### config.mk
export PLATFORM = sky130hd
export DESIGN_NAME = dxt_block_texel_decoder_unit
export DESIGN_NICKNAME = d
export VERILOG_FILES = /design/src/hw/rtl/dxt_pkg.sv /design/src/hw/rtl/dxt_block_texel_decoder_unit.sv
export SDC_FILE = /design/constraint.sdc
export NUM_CORES = 2
export LEC_CHECK = 0
export BUFFER_PORTS_ARGS = -buffer_cell sky130_fd_sc_hd__buf_2
export CORE_MARGIN = 5
export CORE_UTILIZATION = 31
export DETAILED_ROUTE_END_ITERATION = 16
export REMOVE_ABC_BUFFERS = 1
export SYNTH_ARGS = -nofsm -noshare
export SYNTH_HDL_FRONTEND = slang
export SYNTH_SLANG_ARGS = --single-unit
### constraint.sdc
create_clock -name i_clk -period 25.5 [get_ports i_clk]
set_clock_uncertainty 0.1 [all_clocks]
set_input_delay 3.825 -clock i_clk [delete_from_list [all_inputs] [get_ports i_clk]]
set_output_delay 3.825 -clock i_clk [all_outputs]
set_load 0.1 [all_outputs]
### src/hw/rtl/dxt_pkg.sv
// Shared constants, types and arithmetic helpers for the DXT block decoder.
// Used by dxt_block_texel_decoder_unit and its testbench; no other dependencies.
`timescale 1ns / 1ps
`default_nettype none

package dxt_pkg;

    localparam int CFG_IDX_W  = 2;
    localparam int CFG_DATA_W = 16;

    localparam logic [CFG_IDX_W-1:0] CFG_IMAGE_WIDTH  = 2'd0;
    localparam logic [CFG_IDX_W-1:0] CFG_IMAGE_HEIGHT = 2'd1;

    localparam logic [CFG_DATA_W-1:0] IMAGE_SIZE_RESET = 16'd256;

    localparam logic [1:0] MODE_DXT1 = 2'd0;
    localparam logic [1:0] MODE_DXT3 = 2'd1;
    localparam logic [1:0] MODE_DXT5 = 2'd2;

    // channel order inside a packed colour
    localparam int CH_B = 0;
    localparam int CH_G = 1;
    localparam int CH_R = 2;

    typedef logic [2:0][7:0] t_rgb;

    // RGB565 to 8:8:8 by bit replication
    function automatic t_rgb expand565(input logic [15:0] c);
        t_rgb p;
        p[CH_R] = {c[15:11], c[15:13]};
        p[CH_G] = {c[10:5], c[10:9]};
        p[CH_B] = {c[4:0], c[4:2]};
        return p;
    endfunction

    // reciprocal multiplies, exact over the numerator ranges seen here
    function automatic logic [7:0] div3(input logic [9:0] x);
        logic [24:0] p;
        p = {15'd0, x} * 25'd21846;
        return p[23:16];
    endfunction

    function automatic logic [7:0] div5(input logic [10:0] x);
        logic [24:0] p;
        p = {14'd0, x} * 25'd13108;
        return p[23:16];
    endfunction

    function automatic logic [7:0] div7(input logic [10:0] x);
        logic [24:0] p;
        p = {14'd0, x} * 25'd9363;
        return p[23:16];
    endfunction

endpackage

`default_nettype wire

### src/hw/rtl/dxt_block_texel_decoder_unit.sv
// S3TC (DXT1/DXT3/DXT5) block decoder: block in, clipped BGRA texels out.
// Depends on dxt_pkg for constants, colour expansion and reciprocal divides.
//
// Usage
//   Config channel (i_cfg_*): index 0 image width, index 1 image height, both
//   16 bit, reset 256. Always ready; write only while the block is idle.
//   Input channel (i_in_*): one transaction per compressed 4x4 block with its
//   mode, block column/row and the two 64-bit halves of the block.
//   Output channel (o_out_*): one transaction per texel lying inside the
//   image, in row order within the block, o_last on the final one.
// Path: a block passes through stages A, B and C; each texel then through the output register.
// Flow: the emitter stage hands out one texel per cycle while the output is not
//   stalled; a block that is clipped away entirely emits no texel. Two block
//   stages ahead of it let new blocks be taken while texels are still going out.
// Reset: synchronous, active low; empties all stages and restores the image
//   size to 256 x 256.
// Stall: when i_out_ready is low the output register holds and the stages
//   behind it fill up and then drop o_in_ready; nothing is lost or repeated.
`timescale 1ns / 1ps
`default_nettype none

module dxt_block_texel_decoder_unit (
    input  wire logic                           i_clk,
    input  wire logic                           i_rst_n,
    // configuration
    input  wire logic                           i_cfg_valid,
    output logic                                o_cfg_ready,
    input  wire logic [dxt_pkg::CFG_IDX_W-1:0]  i_cfg_index,
    input  wire logic [dxt_pkg::CFG_DATA_W-1:0] i_cfg_data,
    // block input
    input  wire logic                           i_in_valid,
    output logic                                o_in_ready,
    input  wire logic [1:0]                     i_mode,
    input  wire logic [13:0]                    i_block_col,
    input  wire logic [13:0]                    i_block_row,
    input  wire logic [63:0]                    i_alpha_word,
    input  wire logic [63:0]                    i_color_word,
    // texel output
    output logic                                o_out_valid,
    input  wire logic                           i_out_ready,
    output logic [15:0]                         o_texel_x,
    output logic [15:0]                         o_texel_y,
    output logic [7:0]                          o_blue,
    output logic [7:0]                          o_green,
    output logic [7:0]                          o_red,
    output logic [7:0]                          o_alpha,
    output logic                                o_last
);

    // configuration registers
    logic [15:0] r_width;
    logic [15:0] r_height;

    // stage A: captured block, expanded endpoints
    logic              r_a_valid;
    logic [1:0]        r_a_mode;
    logic [13:0]       r_a_col;
    logic [13:0]       r_a_row;
    logic [63:0]       r_a_aw;
    logic [31:0]       r_a_cidx;
    dxt_pkg::t_rgb     r_a_ep0;
    dxt_pkg::t_rgb     r_a_ep1;
    logic              r_a_three;
    logic              n_a_three;

    // stage B: numerators and visibility mask
    logic              r_b_valid;
    logic [1:0]        r_b_mode;
    logic [15:0]       r_b_bx;
    logic [15:0]       r_b_by;
    logic [63:0]       r_b_aw;
    logic [31:0]       r_b_cidx;
    dxt_pkg::t_rgb     r_b_ep0;
    dxt_pkg::t_rgb     r_b_ep1;
    logic              r_b_three;
    logic              r_b_age;
    logic [2:0][9:0]   r_b_n2;
    logic [2:0][9:0]   r_b_n3;
    logic [2:0][7:0]   r_b_avg;
    logic [5:0][10:0]  r_b_anum;
    logic [15:0]       r_b_mask;
    logic [2:0][9:0]   n_b_n2;
    logic [2:0][9:0]   n_b_n3;
    logic [2:0][7:0]   n_b_avg;
    logic [5:0][10:0]  n_b_anum;
    logic [15:0]       n_b_mask;
    logic              n_b_age;

    // stage C: full palettes, texel emitter
    logic              r_c_valid;
    logic [1:0]        r_c_mode;
    logic [15:0]       r_c_bx;
    logic [15:0]       r_c_by;
    logic [63:0]       r_c_aw;
    logic [31:0]       r_c_cidx;
    logic              r_c_three;
    logic [3:0][23:0]  r_c_pal;
    logic [7:0][7:0]   r_c_alut;
    logic [15:0]       r_c_rem;
    logic [3:0][23:0]  n_c_pal;
    logic [7:0][7:0]   n_c_alut;
    logic [15:0]       n_c_rem;

    // output stage
    logic              r_t_valid;
    logic [15:0]       r_t_x;
    logic [15:0]       r_t_y;
    dxt_pkg::t_rgb     r_t_rgb;
    logic [7:0]        r_t_alpha;
    logic              r_t_last;
    logic [15:0]       n_t_x;
    logic [15:0]       n_t_y;
    dxt_pkg::t_rgb     n_t_rgb;
    logic [7:0]        n_t_alpha;
    logic              n_t_last;

    // emitter selection
    logic [15:0]       low_bit;
    logic [15:0]       rem_rest;
    logic [3:0]        idx;
    logic [1:0]        ci;
    logic [3:0]        nib;
    logic [2:0]        aidx;

    // flow control
    logic              in_fire;
    logic              t_take;
    logic              c_emit;
    logic              c_done;
    logic              c_load_ok;
    logic              b_adv;
    logic              b_load_ok;
    logic              a_adv;
    logic              a_load_ok;

    assign o_cfg_ready = 1'b1;

    assign t_take    = !r_t_valid || i_out_ready;
    assign c_emit    = r_c_valid && (r_c_rem != 16'd0) && t_take;
    assign c_done    = r_c_valid && ((r_c_rem == 16'd0) || (c_emit && (rem_rest == 16'd0)));
    assign c_load_ok = !r_c_valid || c_done;
    assign b_adv     = r_b_valid && c_load_ok;
    assign b_load_ok = !r_b_valid || b_adv;
    assign a_adv     = r_a_valid && b_load_ok;
    assign a_load_ok = !r_a_valid || a_adv;
    assign o_in_ready = a_load_ok;
    assign in_fire   = i_in_valid && a_load_ok;

    assign n_a_three = (i_mode == dxt_pkg::MODE_DXT1) &&
                       (i_color_word[15:0] <= i_color_word[31:16]);

    // stage B arithmetic
    always_comb begin
        logic [7:0]  a0;
        logic [7:0]  a1;
        logic [10:0] w0;
        logic [10:0] w1;
        logic [8:0]  s;
        logic [3:0]  col_ok;
        logic [3:0]  row_ok;
        a0 = r_a_aw[7:0];
        a1 = r_a_aw[15:8];
        n_b_age = (a0 >= a1);
        for (int ch = 0; ch < 3; ch++) begin
            n_b_n2[ch]  = {1'b0, r_a_ep0[ch], 1'b0} + {2'b0, r_a_ep1[ch]} + 10'd1;
            n_b_n3[ch]  = {2'b0, r_a_ep0[ch]} + {1'b0, r_a_ep1[ch], 1'b0} + 10'd1;
            s           = {1'b0, r_a_ep0[ch]} + {1'b0, r_a_ep1[ch]};
            n_b_avg[ch] = s[8:1];
        end
        for (int k = 0; k < 6; k++) begin
            if (n_b_age) begin
                w0 = 11'(6 - k);
                w1 = 11'(k + 1);
                n_b_anum[k] = w0 * {3'b0, a0} + w1 * {3'b0, a1} + 11'd3;
            end else if (k < 4) begin
                w0 = 11'(4 - k);
                w1 = 11'(k + 1);
                n_b_anum[k] = w0 * {3'b0, a0} + w1 * {3'b0, a1} + 11'd2;
            end else begin
                w0 = 11'd0;
                w1 = 11'd0;
                n_b_anum[k] = 11'd0;
            end
        end
        for (int c = 0; c < 4; c++) begin
            col_ok[c] = ({1'b0, r_a_col, 2'b00} + 17'(c)) < {1'b0, r_width};
            row_ok[c] = ({1'b0, r_a_row, 2'b00} + 17'(c)) < {1'b0, r_height};
        end
        for (int t = 0; t < 16; t++) begin
            n_b_mask[t] = col_ok[t % 4] && row_ok[t / 4];
        end
    end

    // stage C palettes
    always_comb begin
        dxt_pkg::t_rgb p2;
        dxt_pkg::t_rgb p3;
        for (int ch = 0; ch < 3; ch++) begin
            p2[ch] = r_b_three ? r_b_avg[ch] : dxt_pkg::div3(r_b_n2[ch]);
            p3[ch] = r_b_three ? 8'd0 : dxt_pkg::div3(r_b_n3[ch]);
        end
        n_c_pal[0] = r_b_ep0;
        n_c_pal[1] = r_b_ep1;
        n_c_pal[2] = p2;
        n_c_pal[3] = p3;
        n_c_alut[0] = r_b_aw[7:0];
        n_c_alut[1] = r_b_aw[15:8];
        for (int k = 0; k < 6; k++) begin
            if (r_b_age) begin
                n_c_alut[k + 2] = dxt_pkg::div7(r_b_anum[k]);
            end else if (k < 4) begin
                n_c_alut[k + 2] = dxt_pkg::div5(r_b_anum[k]);
            end else if (k == 4) begin
                n_c_alut[k + 2] = 8'd0;
            end else begin
                n_c_alut[k + 2] = 8'd255;
            end
        end
        n_c_rem = b_adv ? r_b_mask : (c_emit ? rem_rest : r_c_rem);
    end

    // texel selection: lowest visible texel still pending
    always_comb begin
        low_bit  = r_c_rem & (~r_c_rem + 16'd1);
        rem_rest = r_c_rem & ~low_bit;
        idx = 4'd0;
        for (int t = 0; t < 16; t++) begin
            if (low_bit[t]) begin
                idx = idx | 4'(t);
            end
        end
        ci   = r_c_cidx[{idx, 1'b0} +: 2];
        nib  = r_c_aw[{idx, 2'b00} +: 4];
        aidx = r_c_aw[6'd16 + {2'b00, idx} * 6'd3 +: 3];
        case (r_c_mode)
            dxt_pkg::MODE_DXT1: begin
                n_t_alpha = (r_c_three && (ci == 2'd3)) ? 8'd0 : 8'd255;
            end
            dxt_pkg::MODE_DXT3: begin
                n_t_alpha = {nib, nib};
            end
            default: begin
                n_t_alpha = r_c_alut[aidx];
            end
        endcase
        n_t_rgb  = r_c_pal[ci];
        n_t_x    = r_c_bx + {14'd0, idx[1:0]};
        n_t_y    = r_c_by + {14'd0, idx[3:2]};
        n_t_last = (rem_rest == 16'd0);
    end

    always_ff @(posedge i_clk) begin
        if (!i_rst_n) begin
            r_width  <= dxt_pkg::IMAGE_SIZE_RESET;
            r_height <= dxt_pkg::IMAGE_SIZE_RESET;
        end else if (i_cfg_valid) begin
            case (i_cfg_index)
                dxt_pkg::CFG_IMAGE_WIDTH:  r_width  <= i_cfg_data;
                dxt_pkg::CFG_IMAGE_HEIGHT: r_height <= i_cfg_data;
                default: ;
            endcase
        end
    end

    always_ff @(posedge i_clk) begin
        if (!i_rst_n) begin
            r_a_valid <= 1'b0;
            r_b_valid <= 1'b0;
            r_c_valid <= 1'b0;
            r_t_valid <= 1'b0;
            r_c_rem   <= 16'd0;
        end else begin
            r_a_valid <= in_fire || (r_a_valid && !a_adv);
            r_b_valid <= a_adv || (r_b_valid && !b_adv);
            r_c_valid <= b_adv || (r_c_valid && !c_done);
            r_t_valid <= c_emit || (r_t_valid && !i_out_ready);
            r_c_rem   <= n_c_rem;
        end
    end

    always_ff @(posedge i_clk) begin
        if (in_fire) begin
            r_a_mode  <= i_mode;
            r_a_col   <= i_block_col;
            r_a_row   <= i_block_row;
            r_a_aw    <= i_alpha_word;
            r_a_cidx  <= i_color_word[63:32];
            r_a_ep0   <= dxt_pkg::expand565(i_color_word[15:0]);
            r_a_ep1   <= dxt_pkg::expand565(i_color_word[31:16]);
            r_a_three <= n_a_three;
        end
        if (a_adv) begin
            r_b_mode  <= r_a_mode;
            r_b_bx    <= {r_a_col, 2'b00};
            r_b_by    <= {r_a_row, 2'b00};
            r_b_aw    <= r_a_aw;
            r_b_cidx  <= r_a_cidx;
            r_b_ep0   <= r_a_ep0;
            r_b_ep1   <= r_a_ep1;
            r_b_three <= r_a_three;
            r_b_age   <= n_b_age;
            r_b_n2    <= n_b_n2;
            r_b_n3    <= n_b_n3;
            r_b_avg   <= n_b_avg;
            r_b_anum  <= n_b_anum;
            r_b_mask  <= n_b_mask;
        end
        if (b_adv) begin
            r_c_mode  <= r_b_mode;
            r_c_bx    <= r_b_bx;
            r_c_by    <= r_b_by;
            r_c_aw    <= r_b_aw;
            r_c_cidx  <= r_b_cidx;
            r_c_three <= r_b_three;
            r_c_pal   <= n_c_pal;
            r_c_alut  <= n_c_alut;
        end
        if (c_emit) begin
            r_t_x     <= n_t_x;
            r_t_y     <= n_t_y;
            r_t_rgb   <= n_t_rgb;
            r_t_alpha <= n_t_alpha;
            r_t_last  <= n_t_last;
        end
    end

    assign o_out_valid = r_t_valid;
    assign o_texel_x   = r_t_x;
    assign o_texel_y   = r_t_y;
    assign o_blue      = r_t_rgb[dxt_pkg::CH_B];
    assign o_green     = r_t_rgb[dxt_pkg::CH_G];
    assign o_red       = r_t_rgb[dxt_pkg::CH_R];
    assign o_alpha     = r_t_alpha;
    assign o_last      = r_t_last;

    // every texel handed out lies inside the configured image
    a_texel_inside: assert property (@(posedge i_clk) disable iff (!i_rst_n)
        o_out_valid |-> ((o_texel_x < r_width) && (o_texel_y < r_height)))
        else $error("texel outside image");

    // while a block is being emitted its pending set only shrinks
    a_rem_shrinks: assert property (@(posedge i_clk) disable iff (!i_rst_n)
        (r_c_valid && !c_done) |=> ((r_c_rem & ~$past(r_c_rem)) == 16'd0))
        else $error("pending texel set grew during emission");

    // the final texel of a block frees the emitter in the same cycle
    a_last_frees: assert property (@(posedge i_clk) disable iff (!i_rst_n)
        (c_emit && n_t_last) |-> c_done)
        else $error("emitter held after last texel");

endmodule

`default_nettype wire

==> results_dict.tcl <==
set metrics [dict create \
    fmax_ghz 0.111 \
    synth_compound_gate_area_share 0.0864 \
    wl_per_cell_um 17.5 \
    synthAdderAreaFrac 0.359 \
    grt_max_degree 130 \
    fin_area_um2 77100 \
    rsz0062_at_grt "false" \
    outcome "completed" \
    cts_setup_buffers 0 \
    gp_congestion 0.864 \
    cts_tree "done" \
    min_path_type "flip-flop to flip-flop" \
    crit_path_start_kind "input pin" \
    cp.required_ns 21.57 \
    start_util 0.311 \
    core_area_um2 222000 \
    leakage_nw 35.6 \
    dr.pass1.iters 7 \
    syn2layout_area_growth_pct 11.6 \
    slew_viol_final 0 \
    synth-simple-area-share 0.0625 \
    avgSynthCellArea_um2 11.5 \
    io_pins 249 \
    via_per_inst 4.69 \
    cap_violations 0 \
    cp_max_fo 4 \
    ctsRootBufferMaster "clkbuf_16" \
    die_x_um 482 \
    slew_headroom 0.243 \
    row_count 173 \
    synth_top_family_by_area "adder cells" \
    synth_top_cell_by_area "edfxtp_1" \
    ir_drop_mv 0.0980 \
    chipHeight_um 482 \
    drtIter0Drc 2335 \
    setup_viol 0 \
    drive_above_1_share 0.0846 \
    syn-instance-count 6000 \
    wl_mm 164 \
    ys_seq_elements 856 \
    grt_antenna_before_repair 9 \
    worstSetupPathType "input pin to primary output" \
    antenna_left 0 \
    cp-end-kind "primary output" \
    fin_tns_setup_ns 0 \
    layout_min_cycle_time_ns 9.01 \
    grt_pass1_vias 45900 \
    cp.arrival_ns 5.08 \
    cts_sinks 856 \
    grt_first_pass_wirelength_mm 258 \
    p_per_area_nw_per_um2 102 \
    clk_pin_slew_worst_paths_ns 0.06 \
    seq_area_frac_synth 0.365 \
    synthMuxAreaShare 0.0252 \
    clk_path_buf_depth 3 \
    placed_area_um2 74000 \
    yosys-top-cells-area "edfxtp_1, ha_1, fa_1" \
    vias 43800 \
    layout.nets 8180 \
    num-fill-cells 21900 \
    h-tree-depth 3 \
    synth_async_sr_flop_share 0 \
    ys.flop_type "edfxtp_1" \
    synth_area_um2 69100 \
    fin_crit_sh 0.353 \
    grt_usage 0.140 \
    cts_made_buffers 92 \
    yosysTopAreaCellShare 0.349 \
    clock_latency_ns 0.72 \
    cts-resized-gates 0 \
    grt_overflow 0 \
    die-area_um2 232000 \
    synth-xor-area-share 0.0344 \
    synth_warnings 0 \
    io_buffers 247 \
    drcViolationCount 0 \
    synth-edff-count 804 \
    cts_hold_buffers 0 \
    yosys.cell_types.count 88 \
    hpwl_mm 131 \
    hold_violations 0 \
    worst_pin_slew_ns 1.14 \
]
[report_power, final]
part	internal (mW)	switching (mW)	leakage, nW
Sequential	1.73	0.0979	8.05
Clock	0.796	0.596	1.53
Combinational	2.02	2.65	26.0
[kinds of logic (layout without fill, tap and decap cells)]
logic type	count (synthesis)	in the layout
flip-flops	856	856
adder cells (fa/ha/maj)	1716	1716
AO/OA/AOI/OAI	907	907
multiplexers	126	126
AND/OR/NAND/NOR	894	894
buffers and inverters	1229	1587
other	1	5
XOR/XNOR	271	271
[Yosys cell counts (76+ instances only)]
library cell / number
inv_1: 1136
nor2_1: 222
a21o_1: 76
nor3_1: 78
ha_1: 1268
nor2b_1: 77
a21oi_1: 247
edfxtp_1: 804
fa_1: 446
xnor2_1: 170
nand2_1: 253
xor2_1: 101
o21ai_0: 177
[cell usage in the layout, fill, tap and decap left out, types with 35 or more instances in the layout]
cell and instances:
ha_1 1267, inv_1 1134, edfxtp_1 804, fa_1 446
nand2_1 253, buf_2 247, a21oi_1 244, nor2_1 222
o21ai_0 177, xnor2_1 170, xor2_1 101, clkbuf_16 92
nor3_1 78, nor2b_1 76, a21o_1 76, nand3_1 68
mux2i_1 68, o21bai_1 61, a21boi_0 54, dfxtp_1 52
nand2b_1 44, o21a_1 43, a211oi_1 40, mux4_2 36
o211ai_1 36, buf_4 36, and3_1 35
[final timing paths]
path	start	end	slack, ns	cells after the start
worst max-delay path	i_out_ready	o_in_ready	16.49	6
worst min-delay path	r_a_aw[58]	r_b_aw[58]	0.29	0
worst max register to register	r_c_rem[8]	o_alpha[0]	18.61	17
worst min register to register	r_a_aw[58]	r_b_aw[58]	0.29	0
[flip-flops by register name (all words and copies together), names as in the netlist, 24 cells and up]
name	cells
r_a_aw	64
r_c_alut	48
r_b_aw	64
r_b_n2	30
r_c_aw	64
n_c_pal	32
r_b_avg	24
r_c_cidx	32
r_b_n3	30
r_b_anum	65
r_a_cidx	32
r_b_cidx	32
r_c_pal	80
[routing by layer]
metal  GRT usage  up-vias  share of wire
met2       0.238      777           0.47
met3      0.0150      205          0.037
li1            -    21300              -
met1       0.190    21500           0.46
met5           0        -              0
met4      0.0422        0          0.030
[final cells by class]
type	instances	area, µm²	area share
diodes	4	10.0	0.000130
multi-input cells	3915	39300	0.509
inverters	1137	4280	0.0555
repair buffers	283	1510	0.0195
well taps	2975	3720	0.0483
clock inverters	67	832	0.0108
flip-flops and latches	856	25200	0.327
clock buffers	100	2330	0.0302
[worst max-delay path, stage by stage]
cell and delay, ns:
buf_2 0.10, nand2b_1 0.19, a21oi_1 0.23, and2_1 0.33, nand2_1 0.11, buf_2 0.30
[metrics by stage]
step / hold slack [ns] / setup WS (ns) / power, mW / utilization / cells
6_report: 0.286 / 16.49 / 7.89 / 0.347 / 9337
4_1_cts: 0.282 / 16.47 / 8.02 / 0.347 / 9333
5_1_grt: 0.289 / 16.35 / 8.78 / 0.347 / 9334
3_5_place_dp: 0.305 / 16.48 / 6.56 / 0.333 / 9166
2_1_floorplan: 0.300 / 5.78 / 5.37 / - / 5908
3_3_place_gp: 0.301 / 16.44 / 6.42 / 0.333 / 9166
Note: power is estimated with default switching activity, not from simulation.
